### src/rtl/ioc_pkg.sv
package ioc_pkg;

	localparam int unsigned DATA_W = 16;
	localparam int unsigned CAL_SAMPLES_DEF = 200;
	localparam int unsigned AXES = 3;

	localparam logic signed [DATA_W-1:0] SAT_MAX = {1'b0, {(DATA_W-1){1'b1}}};
	localparam logic signed [DATA_W-1:0] SAT_MIN = {1'b1, {(DATA_W-1){1'b0}}};

	typedef struct packed {
		logic signed [DATA_W-1:0] accel_x_raw;
		logic signed [DATA_W-1:0] accel_y_raw;
		logic signed [DATA_W-1:0] accel_z_raw;
		logic signed [DATA_W-1:0] gyro_x_raw;
		logic signed [DATA_W-1:0] gyro_y_raw;
		logic signed [DATA_W-1:0] gyro_z_raw;
		logic                     start_gyro_cal;
		logic                     start_accel_cal;
	} ioc_sample_t;

	typedef struct packed {
		logic signed [DATA_W-1:0] accel_x_out;
		logic signed [DATA_W-1:0] accel_y_out;
		logic signed [DATA_W-1:0] accel_z_out;
		logic signed [DATA_W-1:0] gyro_x_out;
		logic signed [DATA_W-1:0] gyro_y_out;
		logic signed [DATA_W-1:0] gyro_z_out;
		logic                     gyro_cal_busy;
		logic                     accel_cal_busy;
		logic                     gyro_cal_done;
		logic                     accel_cal_done;
	} ioc_result_t;

	// Reading minus offset, clamped to the signed range of a reading.
	function automatic logic signed [DATA_W-1:0] sat_sub(
		input logic signed [DATA_W-1:0] a,
		input logic signed [DATA_W-1:0] b
	);
		logic [DATA_W:0] d;
		d = {a[DATA_W-1], a} - {b[DATA_W-1], b};
		if (d[DATA_W] != d[DATA_W-1]) begin
			return d[DATA_W] ? SAT_MIN : SAT_MAX;
		end
		return signed'(d[DATA_W-1:0]);
	endfunction

endpackage

### src/rtl/ioc_div.sv
module ioc_div import ioc_pkg::*; #(
	parameter int unsigned CAL_SAMPLES = CAL_SAMPLES_DEF,
	parameter int unsigned SUM_W = DATA_W + $clog2(CAL_SAMPLES)
) (
	input  logic signed [SUM_W-1:0]  dividend [AXES],
	output logic signed [DATA_W-1:0] quotient [AXES]
);

	// Magnitude times a rounded-up reciprocal; exact for every magnitude below 2**SUM_W.
	localparam int unsigned K = SUM_W + $clog2(CAL_SAMPLES);
	localparam int unsigned PROD_W = 2 * SUM_W + 1;
	localparam int unsigned QW = PROD_W - K;
	localparam longint unsigned MultFull =
		((64'd1 << K) + 64'(CAL_SAMPLES) - 64'd1) / 64'(CAL_SAMPLES);
	localparam logic [SUM_W:0] Mult = MultFull[SUM_W:0];

	for (genvar l = 0; l < AXES; l++) begin : g_lane
		logic              neg;
		logic [SUM_W-1:0]  mag;
		logic [PROD_W-1:0] prod;
		logic [QW-1:0]     qmag;
		logic [QW-1:0]     qs;

		assign neg = dividend[l][SUM_W-1];
		assign mag = neg ? (~unsigned'(dividend[l]) + 1'b1) : unsigned'(dividend[l]);
		assign prod = PROD_W'(mag) * PROD_W'(Mult);
		assign qmag = prod[K +: QW];
		assign qs = neg ? (~qmag + 1'b1) : qmag;
		assign quotient[l] = signed'(qs[DATA_W-1:0]);
	end

endmodule

### config.mk
export PLATFORM = sky130hd
export DESIGN_NAME = ioc_div
export DESIGN_NICKNAME = d
export VERILOG_FILES = /design/src/rtl/ioc_pkg.sv /design/src/rtl/ioc_div.sv
export SDC_FILE = /design/constraint.sdc
export NUM_CORES = 2
export LEC_CHECK = 0
export BUFFER_PORTS_ARGS = -buffer_cell sky130_fd_sc_hd__buf_2
export CAP_MARGIN = 20
export CELL_PAD_IN_SITES_DETAIL_PLACEMENT = 1
export CELL_PAD_IN_SITES_GLOBAL_PLACEMENT = 2
export CORE_MARGIN = 8
export CORE_UTILIZATION = 25
export DETAILED_ROUTE_END_ITERATION = 8
export PLACE_DENSITY = 0.61
export SKIP_LAST_GASP = 1
export SLEW_MARGIN = 20
export SYNTH_ARGS = -nofsm -noshare
export SYNTH_HDL_FRONTEND = slang
export SYNTH_SLANG_ARGS = --single-unit
export TNS_END_PERCENT = 100
### constraint.sdc
create_clock -name vclk -period 17.15
set_input_delay 0.8575 -clock vclk [all_inputs]
set_output_delay 0.8575 -clock vclk [all_outputs]
set_load 0.02 [all_outputs]
==> impl_metrics.json <==
{
  "status": "complete, no violations",
  "cp_slowest_cell": "nor4b_2",
  "post-route-min-period_ps": 12240,
  "worst_pin_slew_ps": 1060,
  "vias_per_cell": 4.39,
  "end_kind": "output pin",
  "portBuffers": 120,
  "final_area_um2": 34300,
  "routed_wirelength_um": 95800,
  "syn_avg_cell_area_um2": 9.49,
  "tns_ps": 0,
  "hold_violations": 0,
  "fin_nets": 4877,
  "slew_headroom": 0.277,
  "post-route-drc-count": 0,
  "grt_max_degree": 42,
  "die_h_um": 370,
  "synth-seq-area-share": 0,
  "nClkBuffers": 0,
  "firstDrtPassIters": 4,
  "critPathLaunch": "dividend[24]",
  "synthMuxAreaShare": 0.00231,
  "ant_nets": 0,
  "layout-drive-gt1-share": 0.0569,
  "fmax_mhz": 81.7,
  "seq_cell_count": 0,
  "vias": 22400,
  "die_w_um": 370,
  "synth_compound_area_frac": 0.0791,
  "drt-initial-drc-count": 648,
  "synth_warnings": 0,
  "cp.buffers_inverters": 4,
  "synth-simple-area-share": 0.0692,
  "path_delay_family": "simple AND/OR/NAND/NOR gates",
  "ff_latch_area_um2": 0,
  "ios": 120,
  "syn2layout_area_growth_pct": 9.23,
  "crit_path_max_fanout": 7,
  "crit_type": "primary input to output pin",
  "rsz0062_at_grt": "false",
  "ctsHoldBuffers": 0,
  "place_congestion": 0.849,
  "place_area_um2": 34300,
  "worstSetupStartpointType": "primary input",
  "synthCells": 3309,
  "setup_viol": 0,
  "synth_fp_nets": 4737,
  "fp.dieArea_um2": 137000,
  "postCtsSetupRepairBufs": 0,
  "endpoint": "quotient[31]",
  "layout_commonest_cell": "inv_1",
  "synthXorXnorAreaFrac": 0.0460,
  "synth_top_family_by_area": "adder cells",
  "worstPathRequired_ps": 16290,
  "start_util": 0.251,
  "grt_antenna_before_repair": 1,
  "grt_overflow": 0,
  "slowest_delay_ps": 710,
  "hold_path.class": "primary input to output pin",
  "cts_resized": 0,
  "fin_crit_sh": 0.714,
  "maxCapViolCount": 0,
  "cp.depth": 32,
  "num-fill-cells": 14500,
  "mostFrequentLayoutCells": "967 x inv_1, 750 x ha_1, 606 x fa_1, 120 x buf_2, 115 x xnor2_1",
  "wl_per_cell_um": 18.8,
  "multiInputGateArea_um2": 27700,
  "core-area_um2": 125000,
  "crit_path_frequent_cell": "fa_1",
  "slew_viol_final": 0,
  "grt.total_usage": 0.144,
  "hpwl_um": 90000,
  "synthesis.area_um2": 31400,
  "arrival_ps": 11380,
  "grt_pass1_vias": 25800,
  "grt_pass1_wl_um": 154000,
  "yosysUniqueCellTypes": 69,
  "synth-adder-area-share": 0.685,
  "row_count": 130
}
-- worst min-delay path by stage --
stage | startpoint | to | slack (ps) | cells past startpoint
5_1_grt | dividend[23] | quotient[6] | 2450 | 4
3_3_place_gp | dividend[23] | quotient[6] | 2420 | 4
3_5_place_dp | dividend[23] | quotient[7] | 2410 | 4
6_report | dividend[23] | quotient[6] | 2400 | 4
4_1_cts | dividend[23] | quotient[6] | 2420 | 4
2_1_floorplan | dividend[23] | quotient[2] | 2120 | 3
-- area by class of cell --
class | count | area share
Tap cell | 1650 | 0.0602
Timing Repair Buffer | 157 | 0.0256
Multi-Input combinational cell | 2323 | 0.808
Inverter | 967 | 0.106
Antenna cell | 1 | 0.0000730
-- stage by stage --
step	utilization	worst slack (ps)	cells	hold WS, ps
floorplan	-	6170	3309	2120
global placement	0.274	4960	5097	2420
detailed placement	0.274	4890	5097	2410
CTS	0.274	4810	5097	2420
global route	0.274	4380	5097	2450
finish	0.274	4910	5098	2400
-- layer usage --
metal  vias up  routed length (µm)  GRT usage
met4         0                1800     0.0208
li1      10800                   -          -
met2       270               45200      0.245
met3        60                3500     0.0179
met1     11300               45300      0.199
met5         -                   0          0
-- logic make-up (layout without fill, tap and decap cells) --
logic type                 count (synthesis)  after routing
AOI/OAI and AO/OA                        380            380
xor gates and xnor gates                 165            165
adders and majority gates               1356           1356
buffers and inverters                    986           1124
muxes                                      7              7
other                                      0              1
and+or+nand+nor                          415            415
-- cells in the mapped netlist (21+ instances only) --
| cell type | number | area share |
|---|---|---|
| a21o_1 | 31 | 0.0074 |
| a21oi_1 | 103 | 0.016 |
| and2_1 | 21 | 0.0042 |
| fa_1 | 606 | 0.39 |
| ha_1 | 750 | 0.30 |
| inv_1 | 967 | 0.12 |
| nand2_1 | 104 | 0.012 |
| nand3_1 | 37 | 0.0059 |
| nand4_1 | 25 | 0.0050 |
| nor2_1 | 74 | 0.0088 |
| nor3_1 | 21 | 0.0033 |
| o21ai_0 | 86 | 0.014 |
| o31ai_1 | 24 | 0.0057 |
| xnor2_1 | 117 | 0.033 |
| xor2_1 | 48 | 0.013 |
-- worst min-delay path: stages --
cell and delay [ps]:
buf_2 300, nand2_1 150, xnor2_1 70, buf_2 150
Power is left out: the tool's default activity adds up to more than one toggle a clock period on the data nets, which glitch-free logic cannot reach.
